--- config.mk ---
export PLATFORM = sky130hd
export DESIGN_NAME = lz77_greedy_match_encoder
export DESIGN_NICKNAME = d
export VERILOG_FILES = /design/src/rtl/lzge_pkg.sv /design/src/rtl/lzge_cell.sv /design/src/rtl/lzge_reduce.sv /design/src/rtl/lz77_greedy_match_encoder.sv
export SDC_FILE = /design/constraint.sdc
export NUM_CORES = 2
export LEC_CHECK = 0
export ABC_CLOCK_PERIOD_IN_PS = 59800
export BUFFER_PORTS_ARGS = -buffer_cell sky130_fd_sc_hd__buf_2
export CAP_MARGIN = 20
export CORE_MARGIN = 5
export CORE_UTILIZATION = 40
export CTS_BUF_LIST = sky130_fd_sc_hd__clkbuf_4 sky130_fd_sc_hd__clkbuf_8
export CTS_CLUSTER_SIZE = 20
export DETAILED_ROUTE_END_ITERATION = 8
export GPL_ROUTABILITY_DRIVEN = 1
export REMOVE_ABC_BUFFERS = 1
export SYNTH_ARGS = -nofsm -noshare
export SYNTH_HDL_FRONTEND = slang
export SYNTH_SLANG_ARGS = --single-unit
--- constraint.sdc ---
create_clock -name clk -period 59.8 [get_ports clk]
set_input_delay 5.98 -clock clk [delete_from_list [all_inputs] [get_ports clk]]
set_output_delay 5.98 -clock clk [all_outputs]
set_load 0.01 [all_outputs]
--- src/rtl/lzge_pkg.sv ---
// shared constants and types for the lz77 greedy match encoder
package lzge_pkg;

	localparam int WINDOW   = 256;
	localparam int DIST_W   = $clog2(WINDOW + 1);
	localparam int CMP_W    = (DIST_W > 9) ? DIST_W : 9;
	localparam int GRP      = 16;
	localparam int GRP_W    = $clog2(GRP);
	localparam int NGRP     = (WINDOW + GRP - 1) / GRP;
	localparam int PAD_W    = NGRP * GRP;
	localparam int LEN_W    = 8;
	localparam int WS_W     = 9;
	localparam int OUT_D_W  = 9;
	localparam logic [LEN_W-1:0] MAX_LEN = 8'd255;

	// control handed to every cell of the chain
	typedef struct packed {
		logic [7:0]        byte_v;
		logic [LEN_W-1:0]  len;
		logic [DIST_W-1:0] lim;
		logic              len_zero;
		logic              len_ok;
		logic              eval;
		logic              shift;
		logic              load_live;
		logic              clear_live;
	} lzge_ctl_t;

	// summary of the live and extending candidates
	typedef struct packed {
		logic              any;
		logic [DIST_W-1:0] oldest;
	} lzge_red_t;

	typedef enum logic [3:0] {
		ST_IDLE   = 4'b0001,
		ST_EVAL   = 4'b0010,
		ST_TREE   = 4'b0100,
		ST_DECIDE = 4'b1000
	} lzge_state_t;

endpackage

--- src/rtl/lzge_cell.sv ---
// one distance of the window: history byte, live flag and compare
module lzge_cell
	import lzge_pkg::*;
(
	input  logic              clk,
	input  logic              arst_n,
	input  lzge_ctl_t         ctl,
	input  logic [DIST_W-1:0] offset,
	input  logic [7:0]        hist_prev,
	output logic [7:0]        hist,
	output logic              live,
	output logic              ext
);

	logic [7:0] hist_q;
	logic       live_q;
	logic       ext_q;
	logic       cand;
	logic       ext_w;

	always_comb begin
		cand  = ctl.len_zero ? (offset <= ctl.lim) : live_q;
		ext_w = cand && (CMP_W'(ctl.len) < CMP_W'(offset)) && ctl.len_ok
			&& (hist_q == ctl.byte_v);
	end

	always_ff @(posedge clk or negedge arst_n) begin
		if (!arst_n) begin
			live_q <= 1'b0;
		end else if (ctl.load_live) begin
			live_q <= ext_q;
		end else if (ctl.clear_live) begin
			live_q <= 1'b0;
		end
	end

	always_ff @(posedge clk) begin
		if (ctl.eval) begin
			ext_q <= ext_w;
		end
		if (ctl.shift) begin
			hist_q <= hist_prev;
		end
	end

	assign hist = hist_q;
	assign live = live_q;
	assign ext  = ext_q;

endmodule

--- src/rtl/lzge_reduce.sv ---
// registered group tree: any extending candidate and oldest live distance
module lzge_reduce
	import lzge_pkg::*;
(
	input  logic              clk,
	input  logic [WINDOW-1:0] ext_vec,
	input  logic [WINDOW-1:0] live_vec,
	output lzge_red_t         red
);

	logic [PAD_W-1:0] ext_pad;
	logic [PAD_W-1:0] live_pad;
	logic [NGRP-1:0]  grp_any_s1;
	logic [NGRP-1:0]  grp_live_s1;
	logic [GRP_W-1:0] grp_top_s1 [NGRP];

	assign ext_pad  = PAD_W'(ext_vec);
	assign live_pad = PAD_W'(live_vec);

	for (genvar g = 0; g < NGRP; g++) begin : g_grp
		logic [GRP_W-1:0] top;

		always_comb begin
			top = '0;
			for (int j = 0; j < GRP; j++) begin
				if (live_pad[g*GRP + j]) begin
					top = GRP_W'(j);
				end
			end
		end

		always_ff @(posedge clk) begin
			grp_any_s1[g]  <= |ext_pad[g*GRP +: GRP];
			grp_live_s1[g] <= |live_pad[g*GRP +: GRP];
			grp_top_s1[g]  <= top;
		end
	end

	// highest live group holds the oldest candidate
	always_comb begin
		red.any    = |grp_any_s1;
		red.oldest = '0;
		for (int g = 0; g < NGRP; g++) begin
			if (grp_live_s1[g]) begin
				red.oldest = DIST_W'(g * GRP) + DIST_W'(grp_top_s1[g]) + DIST_W'(1);
			end
		end
	end

endmodule

--- src/rtl/lz77_greedy_match_encoder.sv ---
// Greedy LZ77 encoder: one byte in, (distance, length, literal) tokens out.
// Each accepted byte goes through acceptance, a compare in every cell of
// the window chain, a registered reduction over groups of 16 cells, and the
// decision that either absorbs the byte into the open match or loads a token
// into the output register. The next byte is taken once the decision is made;
// a token waiting at the output only holds back a later decision that must
// emit. Matches never overlap the current position, stop at 255 bytes, and
// the byte marked last always closes a token and clears the history.
module lz77_greedy_match_encoder
	import lzge_pkg::*;
(
	input  logic             clk,
	input  logic             arst_n,
	input  logic             cfg_we,
	input  logic [WS_W-1:0]  cfg_wdata,      // largest distance searched
	input  logic             s_tvalid,
	output logic             s_tready,
	input  logic [7:0]       s_tdata,        // [7:0] data byte
	input  logic             s_tlast,        // last byte of the stream
	output logic             m_tvalid,
	input  logic             m_tready,
	output logic [31:0]      m_tdata,        // [8:0] distance, [16:9] length,
	                                         // [24:17] literal byte, [31:25] zero
	output logic             m_tlast         // last token of the stream
);

	lzge_state_t       state_q;
	logic [WS_W-1:0]   window_q;
	logic [LEN_W-1:0]  len_q;
	logic [DIST_W-1:0] seen_q;
	logic [7:0]        byte_q;
	logic              last_q;
	logic              out_valid_q;
	logic [31:0]       out_data_q;
	logic              out_last_q;

	lzge_ctl_t         ctl;
	lzge_red_t         red;
	logic [CMP_W-1:0]  lim_w;
	logic              emit;
	logic              advance;
	logic [7:0]        hist_chain [WINDOW];
	logic [WINDOW-1:0] ext_vec;
	logic [WINDOW-1:0] live_vec;

	always_comb begin
		lim_w = CMP_W'(window_q);
		if (lim_w > CMP_W'(WINDOW)) begin
			lim_w = CMP_W'(WINDOW);
		end
		if (lim_w > CMP_W'(seen_q)) begin
			lim_w = CMP_W'(seen_q);
		end
	end

	assign emit    = !(red.any && !last_q);
	assign advance = (state_q == ST_DECIDE) && !(emit && out_valid_q && !m_tready);

	always_comb begin
		ctl.byte_v     = byte_q;
		ctl.len        = len_q;
		ctl.lim        = DIST_W'(lim_w);
		ctl.len_zero   = (len_q == '0);
		ctl.len_ok     = (len_q != MAX_LEN);
		ctl.eval       = (state_q == ST_EVAL);
		ctl.shift      = advance && !(emit && last_q);
		ctl.load_live  = advance && !emit;
		ctl.clear_live = advance && emit;
	end

	for (genvar i = 0; i < WINDOW; i++) begin : g_cell
		logic [7:0] prev;
		if (i == 0) begin : g_head
			assign prev = byte_q;
		end else begin : g_body
			assign prev = hist_chain[i-1];
		end
		lzge_cell u_cell (
			.clk       (clk),
			.arst_n    (arst_n),
			.ctl       (ctl),
			.offset    (DIST_W'(i + 1)),
			.hist_prev (prev),
			.hist      (hist_chain[i]),
			.live      (live_vec[i]),
			.ext       (ext_vec[i])
		);
	end

	lzge_reduce u_reduce (
		.clk      (clk),
		.ext_vec  (ext_vec),
		.live_vec (live_vec),
		.red      (red)
	);

	always_ff @(posedge clk or negedge arst_n) begin
		if (!arst_n) begin
			state_q     <= ST_IDLE;
			window_q    <= WS_W'(256);
			len_q       <= '0;
			seen_q      <= '0;
			out_valid_q <= 1'b0;
		end else begin
			if (cfg_we) begin
				window_q <= cfg_wdata;
			end
			if (out_valid_q && m_tready) begin
				out_valid_q <= 1'b0;
			end
			unique case (state_q)
				ST_IDLE: begin
					if (s_tvalid) begin
						state_q <= ST_EVAL;
					end
				end
				ST_EVAL: begin
					state_q <= ST_TREE;
				end
				ST_TREE: begin
					state_q <= ST_DECIDE;
				end
				ST_DECIDE: begin
					if (advance) begin
						state_q <= ST_IDLE;
						if (!emit) begin
							len_q <= len_q + LEN_W'(1);
						end else begin
							len_q       <= '0;
							out_valid_q <= 1'b1;
						end
						if (emit && last_q) begin
							seen_q <= '0;
						end else if (seen_q != DIST_W'(WINDOW)) begin
							seen_q <= seen_q + DIST_W'(1);
						end
					end
				end
				default: begin
					state_q <= ST_IDLE;
				end
			endcase
		end
	end

	always_ff @(posedge clk) begin
		if (s_tvalid && s_tready) begin
			byte_q <= s_tdata;
			last_q <= s_tlast;
		end
		if (advance && emit) begin
			out_data_q <= {7'd0, byte_q, len_q,
				(len_q != '0) ? OUT_D_W'(red.oldest) : OUT_D_W'(0)};
			out_last_q <= last_q;
		end
	end

	assign s_tready = (state_q == ST_IDLE);
	assign m_tvalid = out_valid_q;
	assign m_tdata  = out_data_q;
	assign m_tlast  = out_last_q;

endmodule

# Word level (Yosys, flattened, before mapping)
# Memory sizes are Yosys's and may differ from the RTL's.
# Cells that the tools add are included.
# word_totals
mem_count	1
elab_cells	3226
regBits	2658
input_bits	23
mem_bits_rw	64
# mem_list
name	depth	word_bits	rd	rd_clocked_by_memory_dff	write_ports	line	text
u_reduce.grp_top_s1	16	4	16	0	16	lzge_reduce.sv:15	logic [GRP_W-1:0] grp_top_s1 [NGRP];
# op_classes
n_lt_le_gt_ge	514
n_addsub	33
n_reduce_logical	823
n_eq_ne	264
mux	781
# ops
cell	n
$eq 8x8->1	256
$le 8x9->1 const A	128
$lt 8x8->1 const B	128
$logic_and 1x1->1	778
$le 7x9->1 const A	64
$mux 4	142
$mux 1	533
$reduce_or 16->1	33
$lt 8x7->1 const B	64
$le 6x9->1 const A	32
$lt 8x6->1 const B	32
$mux 9	20
$mux 3	56
$add 9x1->9 const B	16
$le 5x9->1 const A	16
$lt 8x5->1 const B	16
$add 8x4->9 const A	8
$le 4x9->1 const A	8
$lt 8x4->1 const B	8
$mux 2	28
$le 3x9->1 const A	4
$add 7x4->8 const A	4
$lt 8x3->1 const B	4
$le 2x9->1 const A	2
other kinds (26)	35

# Longest topological paths before layout
# An unclocked memory read counts as a cell.
# depth
ltp_word	18
depth_mapped	17
ltp_nobuf	12

# Modules after synthesis
# Synthesis repeated with hierarchy kept, for this count alone.
# unflattened
hier_cells	22322
hier_area_um2	220722.9
# modules_own_cells
mod	cells_per_inst	instances	area_per_inst_um2	seq_area_each_um2
lzge_cell	83	256	825.8	295.3
lzge_reduce	823	1	6236.0	1921.8
lz77_greedy_match_encoder	251	1	3084.2	1829.3

# Worst setup path before layout
# No wires, ideal clock.
# synth_timing
path_kind	in2reg
startpoint	input m_tready
endpoint	register g_cell[0].u_cell.hist_q[0] (enable)
path_slack_ps	11368
path_buffers	1
setup_ps	2368
cell_stages	5
arrival_ps	46064
cell_sequence	nand2b_1 > o21ai_1 > or2_2 > clkbuf_1 > inv_1
# synth_rtl
element	line	text
start, declared	lz77_greedy_match_encoder.sv:21	input logic m_tready,
end signal, assigned	lzge_cell.sv:42	hist_q <= hist_prev;
end, declared	lzge_cell.sv:15	logic [7:0] hist_q;

==> qor.log <==
INFO  status         outcome=finished, violations left
INFO  status         violations=design-rule violations
INFO  critical_path  worstSetupEndpointType=register
INFO  job            timing.max_cap.violations=0
INFO  place          hpwlAfterDp=247.3mm
INFO  layout         num-nets-final=8,610
INFO  clocking       cts_max_level=5
INFO  layout         area_growth=12.40%
INFO  power_and_ir_drop static-leakage-power=36.95nW
INFO  synth          ys.flop_type=sky130_fd_sc_hd__edfxtp_1
INFO  clocking       tritoncts=yes
INFO  floorplan      die_x=553.5µm
INFO  timing         timing.fmax=0.09396GHz
INFO  clocking       numCtsBuffers=446
INFO  grt            global_route_usage_over_all_layers=23.56%
INFO  detailed_routing initialDrtViolationCount=9,753
INFO  detailed_routing vias=74.35k
INFO  critical_path  crit_path_top_delay_cell=sky130_fd_sc_hd__buf_4
INFO  floorplan      top_level_ports=58
INFO  layout         final-instance-count-excl-fill=12.88k
INFO  synth          post_synth_most_frequent_cells=2,339 x sky130_fd_sc_hd__edfxtp_1, 1,066 x sky130_fd_sc_hd__xor2_1, 1,013 x sky130_fd_sc_hd__xnor2_1, 406 x sky130_fd_sc_hd__nor4_1, 300 x sky130_fd_sc_hd__nand2_1
INFO  power_and_ir_drop vdd_drop_max=0.00002547V
INFO  floorplan      number_of_cell_rows=199
INFO  clocking       cts_hold_repair.buffers=0
INFO  floorplan      starting_density_of_the_core=40.19%
INFO  place          portBuffers=50
INFO  worst_hold_path hp-class=register to register
INFO  synth          ys_seq_elements=2,722
INFO  clocking       clkLatencyLatePin=1.11ns
INFO  synth          edff_count_synth=2,339
INFO  synth          synth_largest_area_cell=sky130_fd_sc_hd__edfxtp_1
INFO  detailed_routing route.final.wire_length=374.2mm
INFO  timing         finalWorstPathRequiredPeriod=10.64ns
INFO  timing         max_slew_margin=9.299%
INFO  critical_path  worst_ep_arrival_time=11.22ns
INFO  timing         timing.final.max_slew_violations=0
INFO  timing         clock_skew=0.1636ns
INFO  synth          area_share_of_the_largest_cell_type_after_synthesis=59.43%
INFO  synth          largest_family_of_logic_cells_by_synthesized_area=XOR/XNOR gates
INFO  clocking       root_buffer=sky130_fd_sc_hd__clkbuf_8
INFO  clocking       clockBufferDepth=4
INFO  critical_path  critPathLaunchType=primary input
INFO  grt            grt_first_pass_wirelength=533.1mm
INFO  synth          synth.top_cells.by_area=sky130_fd_sc_hd__edfxtp_1 59%, sky130_fd_sc_hd__xor2_1 7.9%, sky130_fd_sc_hd__xnor2_1 7.5%, sky130_fd_sc_hd__dfrtp_1 6.0%, sky130_fd_sc_hd__nor4_1 2.1%
INFO  layout         nFillCells=26.04k
INFO  synth          synth.most_common_cell=sky130_fd_sc_hd__edfxtp_1
INFO  clocking       post_cts.resized_instances=0
INFO  floorplan      core_region_area=0.2941mm²
INFO  detailed_routing drt-wirelength-per-cell=29.05µm
INFO  detailed_routing drt-vias-per-instance=5.772
INFO  floorplan      die_area=0.3064mm²
INFO  timing         finalSetupViolations=0
INFO  clocking       clk_pin_slew_worst_paths=0.06ns
INFO  grt            first_global_vias=73.46k
INFO  synth          synthSimpleGateAreaFrac=6.804%
INFO  worst_hold_path hp-start=g_cell[182].u_cell.hist[3]
INFO  synth          synth_compound_area_share=8.066%
INFO  power_and_ir_drop power_density_of_the_placed_cells=37.32mW/mm²
INFO  synth          yosys.area_share.adder=0.3452%
INFO  clocking       cts.repair_timing.setup_buffer_count=0
INFO  timing         hold_viol=0
INFO  synth          synth.area.mux_share=0.2816%
INFO  critical_path  cpPeakStageDelay=0.88ns
INFO  critical_path  regToRegStartpoint=last_q
INFO  critical_path  crit_type=primary input to register
INFO  synth          synth.cell_area=0.1182mm²
INFO  place          gp_congestion=0.9649
INFO  grt            number_of_antenna_violations_at_the_first_check_in_global_routing=35
INFO  timing         tightestPinTransition=1.361ns
INFO  synth          synth_cell_types=97
INFO  critical_path  path_cells=buf_2 > nand2b_1 > o21ai_4 > or2_2 > inv_8 > buf_12 > buf_12 > buf_4 > buf_4
INFO  synth          area_share_of_xor_xnor_cells_in_the_synthesized_design=15.41%
INFO  detailed_routing remaining_drc_errors=2
INFO  grt            largest_net_degree_at_the_start_of_global_routing=211
INFO  timing         finalCritPeriodShare=17.80%
INFO  timing         setup_tns=0ns
INFO  detailed_routing drtPass1Iterations=9
INFO  synth          async_reset_ff_share=10.54%
INFO  synth          ys_warn_count=0
INFO  layout         post_route_cells_drive_above_1_share=12.59%
INFO  synth          number_of_cells_produced_by_synthesis=8,328
INFO  grt            grt-ovfl-total=0
INFO  detailed_routing detail-route-antenna-nets=0
INFO  critical_path  timing.critical_path.required=60.38ns
INFO  place          placedCellCount=12.02k
INFO  clocking       cts_num_sinks=2,722
INFO  critical_path  critPathMaxFanout=195
INFO  critical_path  critical_path.startpoint=m_tready
INFO  timing         rsz0062_at_grt=false
INFO  synth          postSynthAreaPerCell=14.19µm²
INFO  floorplan      dieHeight=553.5µm
INFO  synth          synth_sequential_area_ratio=67.14%
-- placed cells by master, fill, tap and decap left out, types with 41 or more instances in the layout --
| cell | n |
|---|---|
| sky130_fd_sc_hd__a211oi_1 | 50 |
| sky130_fd_sc_hd__a21oi_1 | 295 |
| sky130_fd_sc_hd__a22o_1 | 191 |
| sky130_fd_sc_hd__buf_2 | 49 |
| sky130_fd_sc_hd__buf_4 | 181 |
| sky130_fd_sc_hd__clkbuf_4 | 190 |
| sky130_fd_sc_hd__clkbuf_8 | 489 |
| sky130_fd_sc_hd__clkinv_1 | 63 |
| sky130_fd_sc_hd__clkinv_2 | 50 |
| sky130_fd_sc_hd__dfrtp_1 | 283 |
| sky130_fd_sc_hd__dfxtp_1 | 96 |
| sky130_fd_sc_hd__edfxtp_1 | 2339 |
| sky130_fd_sc_hd__inv_1 | 100 |
| sky130_fd_sc_hd__nand2_1 | 298 |
| sky130_fd_sc_hd__nand3_1 | 123 |
| sky130_fd_sc_hd__nand4_1 | 199 |
| sky130_fd_sc_hd__nor2_1 | 192 |
| sky130_fd_sc_hd__nor3_1 | 127 |
| sky130_fd_sc_hd__nor4_1 | 406 |
| sky130_fd_sc_hd__o2111ai_1 | 167 |
| sky130_fd_sc_hd__o211ai_1 | 73 |
| sky130_fd_sc_hd__o21ai_0 | 263 |
| sky130_fd_sc_hd__o21bai_1 | 41 |
| sky130_fd_sc_hd__xnor2_1 | 1013 |
| sky130_fd_sc_hd__xor2_1 | 1066 |
-- worst paths after layout --
path                            slack [ns]                          to  cells after the start
min in group asynchronous             4.89                    len_q[7]                      1
worst min-delay path                  0.40  g_cell[183].u_cell.hist[3]                      0
worst max register to register       53.17   g_cell[11].u_cell.hist[0]                      8
worst min register to register        0.40  g_cell[183].u_cell.hist[3]                      0
max in group asynchronous            52.64      g_cell[13].u_cell.live                      3
worst max-delay path                 49.16   g_cell[11].u_cell.hist[0]                      9
-- state kept, by name, indices dropped and copies added (netlist names) --
name / cells
g_cell.u_cell.hist: 2048
m_tvalid: 1
u_reduce.grp_top_s1: 64
g_cell.u_cell.ext: 256
u_reduce.grp_any_s1: 16
m_tdata: 25
seen_q: 9
window_q: 9
state_q: 4
last_q: 1
len_q: 8
g_cell.u_cell.live: 256
m_tlast: 1
u_reduce.grp_live_s1: 16
byte_q: 8
-- per-stage QoR --
stage          hold slack (ns)  utilization [%]  instance area, µm²  total power, W  worst slack [ns]
3_5_place_dp            0.4543            41.94              123300        0.003265             48.13
2_1_floorplan           0.4442                -              116300        0.002917             8.002
6_report                0.3959            45.17              132800        0.004957             49.16
5_1_grt                 0.4063            45.16              132800        0.005128             48.94
4_1_cts                 0.3722            45.11              132700        0.004962             49.20
3_3_place_gp            0.4488            41.94              123300        0.003252             48.21
-- worst max-delay path: cells and delay by family --
family	cells	cell delay (ns)
AO/OA/AOI/OAI	1	0.12
buffers and inverters	6	3.84
AND/OR/NAND/NOR	2	0.90
-- kinds of logic (layout without fill, tap and decap cells) --
kind of cell    count (synthesis)  in the layout
compound gates               1368           1368
xor+xnor                     2079           2079
fa+ha+maj                      33             33
buf+inv                       580           1184
flops                        2722           2722
mux                            31             31
other cells                     1             31
simple gates                 1514           1514
-- report_power, final --
group / internal (W) / switching, W
Sequential: 0.00214 / 0.000110
Combinational: 0.000298 / 0.000704
Clock: 0.000926 / 0.000775
Total: 0.00337 / 0.00159
-- final cells by class --
class	instances	area, µm²	share of cell area (%)
Antenna cell	24	60.06	0.04521
Tap cell	3919	4903	3.691
Timing Repair Buffer	252	2032	1.530
Sequential cell	2722	79350	59.73
Clock inverter	153	1171	0.8817
Inverter	102	390.4	0.2939
Clock buffer	677	8142	6.129
Multi-Input combinational cell	5032	36790	27.69
-- metal layers --
layer | vias up | part of all wire (%) | GRT usage [%]
li1 | 31830 | - | -
met1 | 37920 | 41 | 32.34
met2 | 3737 | 44 | 35.31
met3 | 846 | 9.6 | 6.167
met4 | 24 | 4.9 | 10.37
met5 | - | 0.090 | 0.2933
(Power assumes the default switching activity.)
